File: config.mk
export PLATFORM = sky130hd
export DESIGN_NAME = qos_flow_to_bearer_mapper
export DESIGN_NICKNAME = d
export VERILOG_FILES = /design/src/rtl/core/qfbm_pkg.sv /design/src/rtl/core/qos_flow_to_bearer_mapper.sv /design/src/rtl/core/qfbm_regs.sv /design/src/rtl/core/qfbm_table.sv /design/src/rtl/core/qfbm_ctrl.sv
export SDC_FILE = /design/constraint.sdc
export NUM_CORES = 1
export LEC_CHECK = 0
export BUFFER_PORTS_ARGS = -buffer_cell sky130_fd_sc_hd__clkbuf_2
export CAP_MARGIN = 20
export CORE_MARGIN = 4
export CORE_UTILIZATION = 55
export CTS_CLUSTER_DIAMETER = 120
export DETAILED_ROUTE_END_ITERATION = 16
export PLACE_DENSITY = 0.84
export SKIP_CTS_REPAIR_TIMING = 1
export SYNTH_ARGS = -nofsm -noshare
export SYNTH_HDL_FRONTEND = slang
export SYNTH_SLANG_ARGS = --single-unit
File: constraint.sdc
create_clock -name clk_i -period 6.1 [get_ports clk_i]
set_clock_uncertainty 0.1 [all_clocks]
set_input_delay 0 -clock clk_i [delete_from_list [all_inputs] [get_ports clk_i]]
set_output_delay 0 -clock clk_i [all_outputs]
set_load 0.02 [all_outputs]
File: src/rtl/core/qfbm_pkg.sv
// ----------------------------------------------------------------------------
// qfbm_pkg
// Shared types and constants of the QoS flow to bearer mapper: operation and
// status codes, register map, table entry layout and sequencer states.
// ----------------------------------------------------------------------------
package qfbm_pkg;

  // default number of flow table entries
  localparam int unsigned TableEntriesDef = 64;

  // field widths
  localparam int unsigned OpW     = 3;
  localparam int unsigned FlowW   = 8;
  localparam int unsigned QfiW    = 6;
  localparam int unsigned BearerW = 7;
  localparam int unsigned HdrW    = 8;
  localparam int unsigned StatusW = 2;

  // register port
  localparam int unsigned PaddrW = 4;
  localparam int unsigned PdataW = 32;
  localparam int unsigned RegIdxW = 2;

  localparam logic [RegIdxW-1:0] REG_ENTITY_ACTIVE  = 2'd0;
  localparam logic [RegIdxW-1:0] REG_DEFAULT_ENABLE = 2'd1;
  localparam logic [RegIdxW-1:0] REG_DEFAULT_BEARER = 2'd2;

  // operation codes
  typedef enum logic [OpW-1:0] {
    OP_MAP      = 3'd0,
    OP_UNMAP    = 3'd1,
    OP_UPDATE   = 3'd2,
    OP_UPLINK   = 3'd3,
    OP_DOWNLINK = 3'd4
  } op_e;

  // result status codes
  typedef enum logic [StatusW-1:0] {
    STAT_OK        = 2'd0,
    STAT_INVALID   = 2'd1,
    STAT_FULL      = 2'd2,
    STAT_NOT_FOUND = 2'd3
  } status_e;

  // sequencer states
  typedef enum logic [1:0] {
    ST_IDLE,
    ST_SCAN,
    ST_DONE
  } state_e;

  // payload of one table entry (valid mark is held apart in flops)
  typedef struct packed {
    logic [QfiW-1:0]    qfi;
    logic [BearerW-1:0] bearer;
    logic               refl;
  } entry_t;

  // configuration register contents
  typedef struct packed {
    logic               entity_active;
    logic               default_enable;
    logic [BearerW-1:0] default_bearer;
  } cfg_t;

endpackage

File: src/rtl/core/qos_flow_to_bearer_mapper.sv
// ----------------------------------------------------------------------------
// qos_flow_to_bearer_mapper
// Flow table that maps QoS flow ids to bearers and builds and parses the
// one-byte flow header for uplink and downlink beats.
// ----------------------------------------------------------------------------
// one beat in flight: a new beat is taken only once the last one has scanned
// the table memory through its single read port, one entry per cycle, and
//   loaded its result
// a finished result waits in the output register while the next beat is taken
// reset: all entries invalid at once, control registers zero, no clearing pass
module qos_flow_to_bearer_mapper #(
  parameter int unsigned TableEntries = qfbm_pkg::TableEntriesDef
) (
  input  logic                          clk_i,
  input  logic                          rst_ni,
  // configuration port
  input  logic                          psel,
  input  logic                          penable,
  input  logic                          pwrite,
  input  logic [qfbm_pkg::PaddrW-1:0]   paddr,
  input  logic [qfbm_pkg::PdataW-1:0]   pwdata,
  output logic [qfbm_pkg::PdataW-1:0]   prdata,
  output logic                          pready,
  // input channel
  input  logic                          in_valid_i,
  output logic                          in_ready_o,
  input  logic [qfbm_pkg::OpW-1:0]      op_i,
  input  logic [qfbm_pkg::FlowW-1:0]    flow_id_i,
  input  logic [qfbm_pkg::BearerW-1:0]  bearer_id_i,
  input  logic                          reflective_i,
  input  logic [qfbm_pkg::HdrW-1:0]     rx_header_i,
  // output channel
  output logic                          out_valid_o,
  input  logic                          out_ready_i,
  output logic [qfbm_pkg::StatusW-1:0]  status_o,
  output logic [qfbm_pkg::BearerW-1:0]  out_bearer_o,
  output logic [qfbm_pkg::HdrW-1:0]     tx_header_o,
  output logic [qfbm_pkg::QfiW-1:0]     out_flow_id_o,
  output logic                          out_reflective_o
);
  import qfbm_pkg::*;

  localparam int unsigned IdxW = (TableEntries > 1) ? $clog2(TableEntries) : 1;

  cfg_t            cfg;
  logic            rd_en;
  logic [IdxW-1:0] rd_addr;
  entry_t          rd_data;
  logic            rd_valid;
  logic            wr_en;
  logic [IdxW-1:0] wr_addr;
  entry_t          wr_data;
  logic            set_valid;
  logic            clr_valid;

  // configuration registers
  qfbm_regs u_regs (
    .clk_i   (clk_i),
    .rst_ni  (rst_ni),
    .psel    (psel),
    .penable (penable),
    .pwrite  (pwrite),
    .paddr   (paddr),
    .pwdata  (pwdata),
    .prdata  (prdata),
    .pready  (pready),
    .cfg_o   (cfg)
  );

  // flow table storage
  qfbm_table #(
    .TableEntries (TableEntries)
  ) u_table (
    .clk_i       (clk_i),
    .rst_ni      (rst_ni),
    .rd_en_i     (rd_en),
    .rd_addr_i   (rd_addr),
    .rd_data_o   (rd_data),
    .rd_valid_o  (rd_valid),
    .wr_en_i     (wr_en),
    .wr_addr_i   (wr_addr),
    .wr_data_i   (wr_data),
    .set_valid_i (set_valid),
    .clr_valid_i (clr_valid)
  );

  // operation sequencer
  qfbm_ctrl #(
    .TableEntries (TableEntries)
  ) u_ctrl (
    .clk_i            (clk_i),
    .rst_ni           (rst_ni),
    .cfg_i            (cfg),
    .in_valid_i       (in_valid_i),
    .in_ready_o       (in_ready_o),
    .op_i             (op_i),
    .flow_id_i        (flow_id_i),
    .bearer_id_i      (bearer_id_i),
    .reflective_i     (reflective_i),
    .rx_header_i      (rx_header_i),
    .out_valid_o      (out_valid_o),
    .out_ready_i      (out_ready_i),
    .status_o         (status_o),
    .out_bearer_o     (out_bearer_o),
    .tx_header_o      (tx_header_o),
    .out_flow_id_o    (out_flow_id_o),
    .out_reflective_o (out_reflective_o),
    .rd_en_o          (rd_en),
    .rd_addr_o        (rd_addr),
    .rd_data_i        (rd_data),
    .rd_valid_i       (rd_valid),
    .wr_en_o          (wr_en),
    .wr_addr_o        (wr_addr),
    .wr_data_o        (wr_data),
    .set_valid_o      (set_valid),
    .clr_valid_o      (clr_valid)
  );

endmodule

File: src/rtl/core/qfbm_regs.sv
// ----------------------------------------------------------------------------
// qfbm_regs
// APB-style configuration registers: entity active, default bearer enable and
// default bearer. Zero wait states, writes on the access phase.
// ----------------------------------------------------------------------------
module qfbm_regs (
  input  logic                        clk_i,
  input  logic                        rst_ni,
  input  logic                        psel,
  input  logic                        penable,
  input  logic                        pwrite,
  input  logic [qfbm_pkg::PaddrW-1:0] paddr,
  input  logic [qfbm_pkg::PdataW-1:0] pwdata,
  output logic [qfbm_pkg::PdataW-1:0] prdata,
  output logic                        pready,
  output qfbm_pkg::cfg_t              cfg_o
);
  import qfbm_pkg::*;

  cfg_t             cfg_q, cfg_d;
  logic [RegIdxW-1:0] reg_idx;
  logic             wr_fire;

  assign reg_idx = paddr[PaddrW-1:2];
  assign wr_fire = psel & penable & pwrite;
  assign pready  = 1'b1;

  // register write decode
  always_comb begin
    cfg_d = cfg_q;
    if (wr_fire) begin
      case (reg_idx)
        REG_ENTITY_ACTIVE:  cfg_d.entity_active  = pwdata[0];
        REG_DEFAULT_ENABLE: cfg_d.default_enable = pwdata[0];
        REG_DEFAULT_BEARER: cfg_d.default_bearer = pwdata[BearerW-1:0];
        default:            cfg_d = cfg_q;
      endcase
    end
  end

  always_ff @(posedge clk_i or negedge rst_ni) begin
    if (!rst_ni) begin
      cfg_q <= '0;
    end else begin
      cfg_q <= cfg_d;
    end
  end

  // read mux
  always_comb begin
    prdata = '0;
    case (reg_idx)
      REG_ENTITY_ACTIVE:  prdata = PdataW'(cfg_q.entity_active);
      REG_DEFAULT_ENABLE: prdata = PdataW'(cfg_q.default_enable);
      REG_DEFAULT_BEARER: prdata = PdataW'(cfg_q.default_bearer);
      default:            prdata = '0;
    endcase
  end

  assign cfg_o = cfg_q;

endmodule

File: src/rtl/core/qfbm_table.sv
// ----------------------------------------------------------------------------
// qfbm_table
// Flow table storage: a synchronous single-port-read memory for entry payload
// and one valid flop per entry, cleared at reset. Read data is registered.
// ----------------------------------------------------------------------------
module qfbm_table #(
  parameter int unsigned TableEntries = qfbm_pkg::TableEntriesDef,
  localparam int unsigned IdxW = (TableEntries > 1) ? $clog2(TableEntries) : 1
) (
  input  logic                 clk_i,
  input  logic                 rst_ni,
  input  logic                 rd_en_i,
  input  logic [IdxW-1:0]      rd_addr_i,
  output qfbm_pkg::entry_t     rd_data_o,
  output logic                 rd_valid_o,
  input  logic                 wr_en_i,
  input  logic [IdxW-1:0]      wr_addr_i,
  input  qfbm_pkg::entry_t     wr_data_i,
  input  logic                 set_valid_i,
  input  logic                 clr_valid_i
);
  import qfbm_pkg::*;

  entry_t mem_q [TableEntries];
  logic   valid_q [TableEntries];
  entry_t rd_data_q;
  logic   rd_valid_q;

  // payload memory, written and read in one clocked block
  always_ff @(posedge clk_i) begin
    if (wr_en_i) begin
      mem_q[wr_addr_i] <= wr_data_i;
    end
    if (rd_en_i) begin
      rd_data_q <= mem_q[rd_addr_i];
    end
  end

  // valid marks and registered valid read
  always_ff @(posedge clk_i or negedge rst_ni) begin
    if (!rst_ni) begin
      for (int i = 0; i < TableEntries; i++) begin
        valid_q[i] <= 1'b0;
      end
      rd_valid_q <= 1'b0;
    end else begin
      if (set_valid_i) begin
        valid_q[wr_addr_i] <= 1'b1;
      end else if (clr_valid_i) begin
        valid_q[wr_addr_i] <= 1'b0;
      end
      if (rd_en_i) begin
        rd_valid_q <= valid_q[rd_addr_i];
      end
    end
  end

  assign rd_data_o  = rd_data_q;
  assign rd_valid_o = rd_valid_q;

endmodule

File: src/rtl/core/qfbm_ctrl.sv
// ----------------------------------------------------------------------------
// qfbm_ctrl
// Operation sequencer: takes one beat, scans the flow table one entry per
// cycle for the first match and the first free slot, then writes back the
// table change and loads the result register.
// ----------------------------------------------------------------------------
module qfbm_ctrl #(
  parameter int unsigned TableEntries = qfbm_pkg::TableEntriesDef,
  localparam int unsigned IdxW = (TableEntries > 1) ? $clog2(TableEntries) : 1,
  localparam int unsigned CntW = $clog2(TableEntries + 1)
) (
  input  logic                           clk_i,
  input  logic                           rst_ni,
  input  qfbm_pkg::cfg_t                 cfg_i,
  // input channel
  input  logic                           in_valid_i,
  output logic                           in_ready_o,
  input  logic [qfbm_pkg::OpW-1:0]       op_i,
  input  logic [qfbm_pkg::FlowW-1:0]     flow_id_i,
  input  logic [qfbm_pkg::BearerW-1:0]   bearer_id_i,
  input  logic                           reflective_i,
  input  logic [qfbm_pkg::HdrW-1:0]      rx_header_i,
  // output channel
  output logic                           out_valid_o,
  input  logic                           out_ready_i,
  output logic [qfbm_pkg::StatusW-1:0]   status_o,
  output logic [qfbm_pkg::BearerW-1:0]   out_bearer_o,
  output logic [qfbm_pkg::HdrW-1:0]      tx_header_o,
  output logic [qfbm_pkg::QfiW-1:0]      out_flow_id_o,
  output logic                           out_reflective_o,
  // table port
  output logic                           rd_en_o,
  output logic [IdxW-1:0]                rd_addr_o,
  input  qfbm_pkg::entry_t               rd_data_i,
  input  logic                           rd_valid_i,
  output logic                           wr_en_o,
  output logic [IdxW-1:0]                wr_addr_o,
  output qfbm_pkg::entry_t               wr_data_o,
  output logic                           set_valid_o,
  output logic                           clr_valid_o
);
  import qfbm_pkg::*;

  state_e state_q, state_d;

  // captured item
  logic [OpW-1:0]     op_q;
  logic [FlowW-1:0]   flow_q;
  logic [BearerW-1:0] bearer_q;
  logic               refl_q;
  logic [HdrW-1:0]    hdr_q;

  // scan bookkeeping
  logic [CntW-1:0]    iss_q;
  logic               chk_v_q;
  logic [IdxW-1:0]    chk_idx_q;
  logic               hit_q;
  logic [IdxW-1:0]    hit_idx_q;
  entry_t             hit_ent_q;
  logic               free_q;
  logic [IdxW-1:0]    free_idx_q;

  // result register
  logic               out_valid_q;
  logic [StatusW-1:0] status_q;
  logic [BearerW-1:0] ob_q;
  logic [HdrW-1:0]    txh_q;
  logic [QfiW-1:0]    ofid_q;
  logic               orefl_q;

  logic [StatusW-1:0] res_status;
  logic [BearerW-1:0] res_ob;
  logic [HdrW-1:0]    res_txh;
  logic [QfiW-1:0]    res_ofid;
  logic               res_orefl;

  logic in_fire, issue, last_chk, flow_ok, entry_match, done_fire;

  assign in_fire   = in_valid_i & in_ready_o;
  assign issue     = (state_q == ST_SCAN) && (iss_q < CntW'(TableEntries));
  assign last_chk  = chk_v_q && (chk_idx_q == IdxW'(TableEntries - 1));
  assign flow_ok   = (flow_q[FlowW-1:QfiW] == '0);
  assign entry_match = rd_valid_i && flow_ok && (rd_data_i.qfi == flow_q[QfiW-1:0]);
  assign done_fire = (state_q == ST_DONE) && (!out_valid_q || out_ready_i);

  // next state
  always_comb begin
    state_d = state_q;
    case (state_q)
      ST_IDLE: if (in_fire)   state_d = ST_SCAN;
      ST_SCAN: if (last_chk)  state_d = ST_DONE;
      ST_DONE: if (done_fire) state_d = ST_IDLE;
      default: state_d = ST_IDLE;
    endcase
  end

  // result and write-back decode
  always_comb begin
    res_status = STAT_INVALID;
    res_ob     = '0;
    res_txh    = '0;
    res_ofid   = '0;
    res_orefl  = 1'b0;
    wr_en_o     = 1'b0;
    wr_addr_o   = free_idx_q;
    wr_data_o   = '{qfi: flow_q[QfiW-1:0], bearer: bearer_q, refl: refl_q};
    set_valid_o = 1'b0;
    clr_valid_o = 1'b0;
    case (op_q)
      OP_MAP: begin
        if (!flow_ok) begin
          res_status = STAT_INVALID;
        end else if (free_q) begin
          res_status  = STAT_OK;
          wr_en_o     = done_fire;
          set_valid_o = done_fire;
        end else begin
          res_status = STAT_FULL;
        end
      end
      OP_UNMAP: begin
        wr_addr_o = hit_idx_q;
        if (hit_q) begin
          res_status  = STAT_OK;
          clr_valid_o = done_fire;
        end else begin
          res_status = STAT_NOT_FOUND;
        end
      end
      OP_UPDATE: begin
        wr_addr_o = hit_idx_q;
        wr_data_o = '{qfi: hit_ent_q.qfi, bearer: bearer_q, refl: hit_ent_q.refl};
        if (hit_q) begin
          res_status = STAT_OK;
          wr_en_o    = done_fire;
        end else begin
          res_status = STAT_NOT_FOUND;
        end
      end
      OP_UPLINK: begin
        if (!cfg_i.entity_active) begin
          res_status = STAT_INVALID;
        end else if (hit_q) begin
          res_status = STAT_OK;
          res_ob     = hit_ent_q.bearer;
          res_txh    = {1'b0, hit_ent_q.refl, flow_q[QfiW-1:0]};
        end else if (cfg_i.default_enable) begin
          res_status = STAT_OK;
          res_ob     = cfg_i.default_bearer;
          res_txh    = {2'b00, flow_q[QfiW-1:0]};
        end else begin
          res_status = STAT_NOT_FOUND;
        end
      end
      OP_DOWNLINK: begin
        res_status = STAT_OK;
        res_ofid   = hdr_q[QfiW-1:0];
        res_orefl  = hdr_q[QfiW];
        wr_data_o  = '{qfi: hdr_q[QfiW-1:0], bearer: bearer_q, refl: 1'b1};
        // reflective flow is mapped silently; full table drops it
        if (hdr_q[QfiW] && free_q) begin
          wr_en_o     = done_fire;
          set_valid_o = done_fire;
        end
      end
      default: res_status = STAT_INVALID;
    endcase
  end

  // control registers
  always_ff @(posedge clk_i or negedge rst_ni) begin
    if (!rst_ni) begin
      state_q     <= ST_IDLE;
      iss_q       <= '0;
      chk_v_q     <= 1'b0;
      hit_q       <= 1'b0;
      free_q      <= 1'b0;
      out_valid_q <= 1'b0;
    end else begin
      state_q <= state_d;
      chk_v_q <= issue;
      if (in_fire) begin
        iss_q  <= '0;
        hit_q  <= 1'b0;
        free_q <= 1'b0;
      end else if (issue) begin
        iss_q <= iss_q + CntW'(1);
      end
      if (chk_v_q) begin
        if (entry_match && !hit_q) hit_q <= 1'b1;
        if (!rd_valid_i && !free_q) free_q <= 1'b1;
      end
      if (done_fire) begin
        out_valid_q <= 1'b1;
      end else if (out_ready_i) begin
        out_valid_q <= 1'b0;
      end
    end
  end

  // payload registers
  always_ff @(posedge clk_i) begin
    if (in_fire) begin
      op_q     <= op_i;
      flow_q   <= flow_id_i;
      bearer_q <= bearer_id_i;
      refl_q   <= reflective_i;
      hdr_q    <= rx_header_i;
    end
    if (issue) begin
      chk_idx_q <= iss_q[IdxW-1:0];
    end
    // first match and first free slot
    if (chk_v_q && entry_match && !hit_q) begin
      hit_idx_q <= chk_idx_q;
      hit_ent_q <= rd_data_i;
    end
    if (chk_v_q && !rd_valid_i && !free_q) begin
      free_idx_q <= chk_idx_q;
    end
    if (done_fire) begin
      status_q <= res_status;
      ob_q     <= res_ob;
      txh_q    <= res_txh;
      ofid_q   <= res_ofid;
      orefl_q  <= res_orefl;
    end
  end

  assign in_ready_o       = (state_q == ST_IDLE);
  assign rd_en_o          = issue;
  assign rd_addr_o        = iss_q[IdxW-1:0];
  assign out_valid_o      = out_valid_q;
  assign status_o         = status_q;
  assign out_bearer_o     = ob_q;
  assign tx_header_o      = txh_q;
  assign out_flow_id_o    = ofid_q;
  assign out_reflective_o = orefl_q;

endmodule

After elaboration in Yosys (flattened, before gate mapping)

Memories as Yosys holds them, arrays and structs flattened. A register that Yosys moved wholly into a read port is not among the register bits.
Index checks and enable logic that the tools add are counted.

Flip-flop bits (word level): 169
Latch bits: 0
Memory bits (writable): 896
ROM bits: 0
Input bits: 70
Output and inout port bits: 59
Logic and storage cells: 196
Memories kept: 1

Memory list:

| memory        | words | bits a word | read ports | clocked after memory_dff | wr ports | RTL line         | RTL |
|---|---|---|---|---|---|---|---|
| u_table.mem_q | 64    | 14          | 1          | 1                        | 1        | qfbm_table.sv:24 | `entry_t mem_q [TableEntries];` |

$add $sub $neg: 1
$mul: 0
Div/mod/pow operators: 0
$lt $le $gt $ge: 4
Eq/ne operators: 13
Shift-type cells: 0
Mux-type cells: 44
Bitwise gates (word level): 10
Reductions and logical operators: 32

Operators with widths:

| cell                                                       | number |
|---|---|
| two-way mux 64 bit                                         | 2 |
| bitwise AND 64 bit                                         | 1 |
| NOT 64 bit                                                 | 1 |
| bitwise OR 64 bit                                          | 1 |
| two-way mux 7 bit                                          | 5 |
| case mux 14 bit (2 select lines)                           | 1 |
| case mux 7 bit (3 select lines)                            | 1 |
| two-way mux 1 bit                                          | 18 |
| two-way mux 2 bit                                          | 9 |
| greater-or-equal comparator 7 bit, second input constant   | 2 |
| NOT 6 -> 7 bit                                             | 2 |
| logical AND 1 bit                                          | 13 |
| two-way mux 6 bit                                          | 2 |
| case mux 2 bit (4 select lines)                            | 1 |
| AND reduction 2 bit                                        | 4 |
| adder 7 x 1 -> 7 bit, second input constant                | 1 |
| less-than comparator 7 x 1 -> 1 bit, second input constant | 1 |
| less-than comparator 7 bit, second input constant          | 1 |
| binary-select mux 1 bit (select 6 bit)                     | 1 |
| demux 1 bit (select 6 bit)                                 | 1 |
| equality test 3 x 2 -> 1 bit, second input constant        | 2 |
| equality test 6 bit                                        | 1 |
| equality test 6 bit, second input constant                 | 1 |
| logical NOT 2 bit                                          | 3 |
| 18 further kinds                                           | 29 |

Logic depth before layout (Yosys ltp)

Gate-level depths: netlist (run 1).

Depth after elaboration: 12
Depth in mapped cells: 10
Depth with buffers taken out: 5

By module

Synthesis (run 1) repeated with hierarchy kept, for this count alone.

Cell total of the unflattened synthesis: 2027
Area total of the unflattened synthesis: 42206.7 sq um

By module, submodules not included:

| module     | instances | cells an instance | area an instance (sq um) | sequential area each (sq um) |
|---|---|---|---|---|
| qfbm_table | 1         | 1710              | 37761.2                  | 28952.8 |
| qfbm_ctrl  | 1         | 257               | 3808.7                   | 2757.6 |
| qfbm_regs  | 1         | 60                | 636.9                    | 225.2 |

Worst setup path before layout (run 1)

OpenSTA, ideal clock, no wires.

Path type: reg2reg
From: register u_ctrl.op_q[2]
To: memory u_table.mem_q[0][11] in the netlist's numbering (data pin)
Setup time: 548 ps
Arrival time: 3100 ps
Required time: 5452 ps
Path slack: 2351 ps
Stages on the path, launching flop included: 8
Path buffers: 3
Clock period less this slack: 3749 ps
Path through: edfxtp_1 clkbuf_1 inv_1 clkbuf_1 clkbuf_1 nand2_1 o22ai_1 a21oi_1

RTL lines:

| item                   | RTL line         | RTL |
|---|---|---|
| start, declared        | qfbm_ctrl.sv:47  | `logic [OpW-1:0] op_q;` |
| start signal, assigned | qfbm_ctrl.sv:204 | `op_q <= op_i;` |
| end, declared          | qfbm_table.sv:24 |  |

Final worst setup path (run 1)

From: register u_ctrl.op_q[1]
To: memory u_table.mem_q[28][11] in the netlist's numbering, enable pin

Longest elaborated chain between the ends: 4
Elaborated cells between the ends (all ways): 9
Those cells by class: eq/ne (3); mux (4); reduce/logical (2)

RTL lines:

| item                                        | RTL line         | RTL |
|---|---|---|
| equality test 3 bit (tied with other cells) | qfbm_ctrl.sv:109 | `case (op_q)` |
| case mux 1 bit (3 select lines)             | qfbm_ctrl.sv:109 |  |
| two-way mux 1 bit                           | qfbm_table.sv:31 | `if (wr_en_i) begin` |
| two-way mux 1 bit (not written as such)     | qfbm_table.sv:32 | `mem_q[wr_addr_i] <= wr_data_i;` |

Parallel ways exist; a longest one is shown, timed or not.

==> results of run 1 <==
[power by group]
group	switching (mW)	internal (mW)	total, mW
Combinational	3.12	2.28	5.40
Clock	2.78	3.46	6.23
Sequential	0.488	8.58	9.07
[cells in the mapped netlist, types with 16 or more instances]
cell | count | share of area
sky130_fd_sc_hd__o22ai_1 | 18 | 0.0027
sky130_fd_sc_hd__a21oi_1 | 26 | 0.0031
sky130_fd_sc_hd__nand3_1 | 26 | 0.0031
sky130_fd_sc_hd__dfrtp_1 | 87 | 0.051
sky130_fd_sc_hd__mux4_2 | 270 | 0.14
sky130_fd_sc_hd__buf_4 | 42 | 0.0074
sky130_fd_sc_hd__buf_2 | 36 | 0.0042
sky130_fd_sc_hd__a22oi_1 | 19 | 0.0034
sky130_fd_sc_hd__edfxtp_1 | 991 | 0.70
sky130_fd_sc_hd__nand2_1 | 43 | 0.0038
sky130_fd_sc_hd__mux2i_1 | 47 | 0.011
sky130_fd_sc_hd__mux2_2 | 18 | 0.0048
sky130_fd_sc_hd__clkbuf_1 | 46 | 0.0041
sky130_fd_sc_hd__o21ai_0 | 132 | 0.016
sky130_fd_sc_hd__and2_1 | 16 | 0.0024
sky130_fd_sc_hd__nor2_1 | 87 | 0.0077
sky130_fd_sc_hd__nor2b_1 | 17 | 0.0025
[layout make-up]
type,count,area [sq um]
Antenna cell,2,5.00
Clock buffer,134,2690
Sequential cell,1078,32000
Fill cell,4580,27800
Tap cell,1030,1290
Clock inverter,51,520
Timing Repair Buffer,255,2000
Inverter,5,18.8
Multi-Input combinational cell,892,9930
[how the worst max path moves through the flow]
stage | startpoint | endpoint | slack, ps | depth (start not counted)
after floorplan | u_ctrl.op_q[2]$_DFFE_PP_ | u_table.mem_q[0][11]$_DFFE_PP_ | 2350 | 7
after global placement | u_ctrl.op_q[2]$_DFFE_PP_ | u_table.mem_q[15][7]$_DFFE_PP_ | 1840 | 6
after detailed placement | u_ctrl.op_q[1]$_DFFE_PP_ | u_table.mem_q[28][10]$_DFFE_PP_ | 1380 | 7
after CTS | u_ctrl.op_q[1]$_DFFE_PP_ | u_table.mem_q[28][0]$_DFFE_PP_ | 1250 | 7
after global routing | u_ctrl.op_q[1]$_DFFE_PP_ | u_table.mem_q[28][11]$_DFFE_PP_ | 760 | 7
final | u_ctrl.op_q[1]$_DFFE_PP_ | u_table.mem_q[28][11]$_DFFE_PP_ | 910 | 7
[sequential cells by signal (all words and copies together) (netlist names), 2 cells and up, named ones only]
register	cells
u_ctrl.hit_ent_q	14
u_table.mem_q	896
u_ctrl.status_o	2
u_ctrl.hit_idx_q	6
u_ctrl.bearer_q	7
u_ctrl.iss_q	7
u_ctrl.free_idx_q	6
u_ctrl.state_q	2
u_ctrl.op_q	3
u_ctrl.out_flow_id_o	6
u_table.rd_data_o	14
u_ctrl.hdr_q	7
u_ctrl.tx_header_o	7
u_ctrl.flow_q	8
u_regs.cfg_o	9
u_ctrl.chk_idx_q	6
u_ctrl.out_bearer_o	7
[metrics by stage]
stage	instances	total power [mW]	area, sq um	setup slack [ps]	util
after floorplan	2118	12.6	42500	2350	-
after global placement	3173	14.1	44300	1840	0.582
after detailed placement	3177	14.2	44400	1380	0.582
after CTS	3362	20.4	47600	1250	0.624
after global routing	3445	21.3	48400	758	0.635
final	3447	20.7	48400	908	0.635
[critical path: stages (launching register included)]
cell and delay [ps]:
sky130_fd_sc_hd__edfxtp_1 340, sky130_fd_sc_hd__buf_4 330, sky130_fd_sc_hd__xor2_1 830, sky130_fd_sc_hd__a21boi_0 520, sky130_fd_sc_hd__nor2_1 920, sky130_fd_sc_hd__nand3_1 850, sky130_fd_sc_hd__nor2_1 690, sky130_fd_sc_hd__buf_4 300
[metal layers]
metal / vias to the layer above / GRT usage / share of wire
met5: - / 0 / 0.00035
met2: 2409 / 0.425 / 0.49
li1: 9057 / - / -
met3: 482 / 0.0685 / 0.13
met1: 12043 / 0.361 / 0.32
met4: 6 / 0.115 / 0.059
[cell families (layout without fill, tap and decap cells)]
family | Yosys count | after routing | share of synthesized area
xor+xnor | 12 | 12 | 0.00248
fa+ha+maj | 1 | 1 | 0.000295
compound gates | 267 | 267 | 0.0380
buf+inv | 148 | 445 | 0.0189
flops | 1078 | 1078 | 0.752
other cells | 2 | 29 | 0.000177
simple gates | 250 | 250 | 0.0287
mux | 335 | 335 | 0.159
==> flow_summary.json, run 1 <==
{
  "finalWirelength_mm": 116,
  "clock-sinks": 1078,
  "drc": 0,
  "firstDrtPassIters": 10,
  "syn2layout_area_growth_pct": 14.0,
  "viasPerCell": 6.96,
  "top_library_cells_by_usage_in_the_layout_fill_and_taps_aside": "991 x sky130_fd_sc_hd__edfxtp_1, 270 x sky130_fd_sc_hd__mux4_2, 132 x sky130_fd_sc_hd__o21ai_0",
  "min_period_ps": 5190,
  "worst_slew_pin_slew_ps": 1260,
  "die_h_microns": 286,
  "mostFrequentLayoutCell": "sky130_fd_sc_hd__edfxtp_1",
  "ys.flop_type": "sky130_fd_sc_hd__edfxtp_1",
  "grt_max_degree": 96,
  "timing_max_transition_violations_final": 0,
  "drt-wirelength-per-cell_microns": 33.5,
  "timing.final.crit_share": 0.851,
  "hold_path.class": "in -> reg",
  "grt_antenna_before_repair": 6,
  "synth_seq_cells": 1078,
  "fp.dieArea_sq_mm": 0.0817,
  "std_cell_rows": 101,
  "synth_async_sr_flop_share": 0.0807,
  "vias": 23997,
  "placeableCoreArea_sq_mm": 0.0762,
  "dp_hpwl_mm": 60.1,
  "ios": 129,
  "hold_ws_ps": 76.6,
  "first_global_vias": 23186,
  "crit_fanout": 22,
  "cap_violations": 0,
  "hold_path_startpoint": "pwdata[0]",
  "max_freq_mhz": 193,
  "max-slew-margin-rel": 0.157,
  "synth_warnings": 0,
  "cp-start-kind": "flop",
  "final-hold-violation-count": 0,
  "accumulated_negative_setup_slack_ps": 0,
  "worstReg2RegEnd": "u_table.mem_q[28][11]$_DFFE_PP_",
  "cts_htree_levels": 3,
  "hold-path-cell-count": 3,
  "worst-endpoint-arrival_ps": 5460,
  "rrSetupSlack_ps": 910,
  "max-vdd-ir-drop_mv": 0.404,
  "initialDrtViolationCount": 4385,
  "status": "completed",
  "synthCells": 2093,
  "yosys.cell_types.count": 56,
  "chipWidth_microns": 286,
  "start_util": 0.557,
  "timing.setup.critical_path_class": "reg -> reg",
  "reg2regPathDepth": 7,
  "global_route.overflow_total": 0,
  "timing.rr.start": "u_ctrl.op_q[1]$_DFFE_PP_",
  "gr-usage-all-layers": 0.269,
  "synth-seq-area-share": 0.752,
  "cts_root_buf": "sky130_fd_sc_hd__clkbuf_16",
  "nNetsFinal": 2403,
  "setup_viol": 0,
  "routability_cong": 0.917,
  "post_synth.cell_area_avg_sq_um": 20.3,
  "crit_path_end_kind": "flop",
  "synth_enable_flop_cells": 991,
  "rsz0062_at_grt": "no",
  "worst-endpoint-required_ps": 6370,
  "post_route_cells_drive_above_1_share": 0.262,
  "cts_buffers": 100,
  "tritoncts_clock_tree": "built",
  "clk-insertion-delay-late_ps": 680,
  "cellLeakagePower_nw": 15.8,
  "min_delay_worst_endpoint": "u_regs.cfg_o[7]$_DFFE_PN0P_",
  "antenna_violating_nets_post_route": 0,
  "post_synth_instance_area_sq_mm": 0.0425,
  "cts_max_path_buffers": 3,
  "grt_pass1_wl_mm": 161,
  "io_buffer_count": 73,
  "pd_cells_mw_per_mm2": 428,
  "clk_transition_reported_paths_ps": 60
}
No activity file was read; power rests on OpenSTA's default activity.
==> run 2: changes to the inputs <==
- clock period: 6.1 -> 5.7 ns (I/O delays scaled with it)
==> run 2 against run 1 <==
Sequential power grew 7.1%. Sequential share of layout area hardly changed. Register-to-register slack better by 470 ps. Maximum frequency rose by 20%. Critical endpoint is now u_table.mem_q[24][9]$_DFFE_PP_. Largest power group unchanged.
==> flow_summary.json, run 2 (synthesized netlist as in run 1, its figures left out) <==
{
  "status": "completed",
  "min_period_ps": 4330,
  "tritoncts_clock_tree": "built",
  "cellInternalPower_mw": 15.3,
  "hold-path-cell-count": 5,
  "first_global_vias": 22686,
  "drc": 0,
  "pd_cells_mw_per_mm2": 455,
  "cts_buffers": 98,
  "setup_viol": 0,
  "fill_cell_count": 4617,
  "power_switching_mw": 6.68,
  "final-hold-violation-count": 0,
  "timing.setup.critical_path_class": "reg -> reg",
  "ios": 129,
  "timing.critical_path.slowest_stage_cell": "sky130_fd_sc_hd__xor2_1",
  "clk_transition_reported_paths_ps": 70,
  "routability_cong": 0.907,
  "hold_path.class": "in -> reg",
  "start_util": 0.557,
  "cap_violations": 0,
  "chipWidth_microns": 286,
  "max-vdd-ir-drop_mv": 0.265,
  "share_comb_of_total_power": 0.260,
  "min_delay_worst_endpoint": "u_regs.cfg_o[0]$_DFFE_PN0P_",
  "crit_path_end_kind": "flop",
  "die_h_microns": 286,
  "worst-endpoint-arrival_ps": 4590,
  "clk-insertion-delay-late_ps": 670,
  "postLayoutSetupSlackWorst_ps": 1370,
  "viasPerCell": 6.74,
  "nNetsFinal": 2407,
  "timing_max_transition_violations_final": 0,
  "placeableCoreArea_sq_mm": 0.0762,
  "largest-register": "u_table.mem_q",
  "clkPwrFrac": 0.299,
  "grt_max_degree": 81,
  "crit_path_frequent_cell": "sky130_fd_sc_hd__buf_4",
  "max_freq_mhz": 231,
  "dp_hpwl_mm": 59.9,
  "worst-endpoint-required_ps": 5970,
  "gr-usage-all-layers": 0.260,
  "max-slew-margin-rel": 0.279,
  "syn2layout_area_growth_pct": 14.1,
  "firstDrtPassIters": 8,
  "rsz0062_at_grt": "no",
  "finalWirelength_mm": 109,
  "fp.dieArea_sq_mm": 0.0817,
  "mostFrequentLayoutCell": "sky130_fd_sc_hd__edfxtp_1",
  "critical_path.cell_chain": "buf_4 -> xor2_1 -> a21boi_0 -> a211oi_1 -> nand2_1 -> nor2_1 -> buf_4",
  "crit_fanout": 22,
  "cts_root_buf": "sky130_fd_sc_hd__clkbuf_16",
  "sw_ratio": 0.303,
  "io_buffer_count": 73,
  "grt_antenna_before_repair": 2,
  "antenna_violating_nets_post_route": 0,
  "worst_path_largest_cell_delay_ps": 740,
  "cp-start-kind": "flop",
  "seqPwrFrac": 0.441,
  "initialDrtViolationCount": 3384,
  "global_route.overflow_total": 0,
  "cts_max_path_buffers": 3,
  "clock-sinks": 1078,
  "post_route_cells_drive_above_1_share": 0.268,
  "rrSetupSlack_ps": 1370,
  "worstReg2RegEnd": "u_table.mem_q[24][9]$_DFFE_PP_",
  "worst_slew_pin_slew_ps": 1080,
  "timing.rr.start": "u_ctrl.op_q[1]$_DFFE_PP_",
  "cts_htree_levels": 3,
  "cellLeakagePower_nw": 15.8,
  "timing.final.crit_share": 0.759,
  "accumulated_negative_setup_slack_ps": 0,
  "top_library_cells_by_usage_in_the_layout_fill_and_taps_aside": "991 x sky130_fd_sc_hd__edfxtp_1, 270 x sky130_fd_sc_hd__mux4_2, 132 x sky130_fd_sc_hd__o21ai_0",
  "largest_reg_flops": 896,
  "grt_pass1_wl_mm": 155,
  "reg2regPathDepth": 7,
  "vias": 23248,
  "std_cell_rows": 101,
  "hold_path_startpoint": "psel",
  "detailedPlace.worstSlack_ps": 1660,
  "drt-wirelength-per-cell_microns": 31.6
}
## run 2: area by class of cell
| type | instances | area (sq um) | area share |
|---|---|---|---|
| Multi-Input combinational cell | 892 | 9930 | 0.205 |
| Sequential cell | 1078 | 32000 | 0.660 |
| Inverter | 5 | 18.8 | 0.000388 |
| Timing Repair Buffer | 261 | 2050 | 0.0423 |
| Antenna cell | 3 | 7.51 | 0.000155 |
| Clock inverter | 61 | 579 | 0.0120 |
| Tap cell | 1030 | 1290 | 0.0266 |
| Clock buffer | 120 | 2610 | 0.0539 |
## run 2: how the worst max path moves through the flow
stage | start | to | cells past startpoint
after floorplan | u_ctrl.op_q[2]$_DFFE_PP_ | u_table.mem_q[0][11]$_DFFE_PP_ | 7
after global routing | u_ctrl.op_q[2]$_DFFE_PP_ | u_table.mem_q[24][4]$_DFFE_PP_ | 7
after detailed placement | u_ctrl.op_q[1]$_DFFE_PP_ | u_table.mem_q[24][6]$_DFFE_PP_ | 7
final | u_ctrl.op_q[1]$_DFFE_PP_ | u_table.mem_q[24][9]$_DFFE_PP_ | 7
after global placement | u_ctrl.op_q[1]$_DFFE_PP_ | u_table.mem_q[57][5]$_DFFE_PP_ | 7
after CTS | u_ctrl.op_q[1]$_DFFE_PP_ | u_table.mem_q[24][5]$_DFFE_PP_ | 7
## run 2: power by group through the flow
stage	clock network [mW]	registers (mW)	logic, mW
after floorplan	0	9.50	3.96
after global placement	0	9.83	5.29
after detailed placement	0	9.85	5.46
after CTS	6.59	9.69	5.55
after global routing	6.97	9.73	5.93
final	6.58	9.71	5.73
## run 2: per-layer routing
| metal | vias to the layer above | GRT usage | wire length, microns |
|---|---|---|---|
| met5 | - | 0 | 10 |
| met4 | 2 | 0.114 | 6170 |
| met3 | 381 | 0.0610 | 12800 |
| met2 | 2014 | 0.411 | 52700 |
| met1 | 11784 | 0.351 | 37400 |
| li1 | 9067 | - | - |
## run 2: per-stage QoR
stage | hold slack, ps | std cells | total power [mW] | cell area [sq um] | utilization
finish | 72.9 | 3450 | 22.0 | 48400 | 0.636
global route | 49.2 | 3447 | 22.6 | 48400 | 0.635
CTS | -986 | 3370 | 21.8 | 47600 | 0.625
detailed placement | -281 | 3189 | 15.3 | 44400 | 0.583
global placement | -282 | 3187 | 15.1 | 44400 | 0.583
floorplan | -396 | 2118 | 13.5 | 42500 | -
## run 2: worst max-delay path: cells and delay by family, from the launching register on
kind / cells / cell delay [ps]
XOR/XNOR: 1 / 740
AO/OA/AOI/OAI: 2 / 1030
AND/OR/NAND/NOR: 2 / 1150
flip-flops: 1 / 350
buffers and inverters: 2 / 640
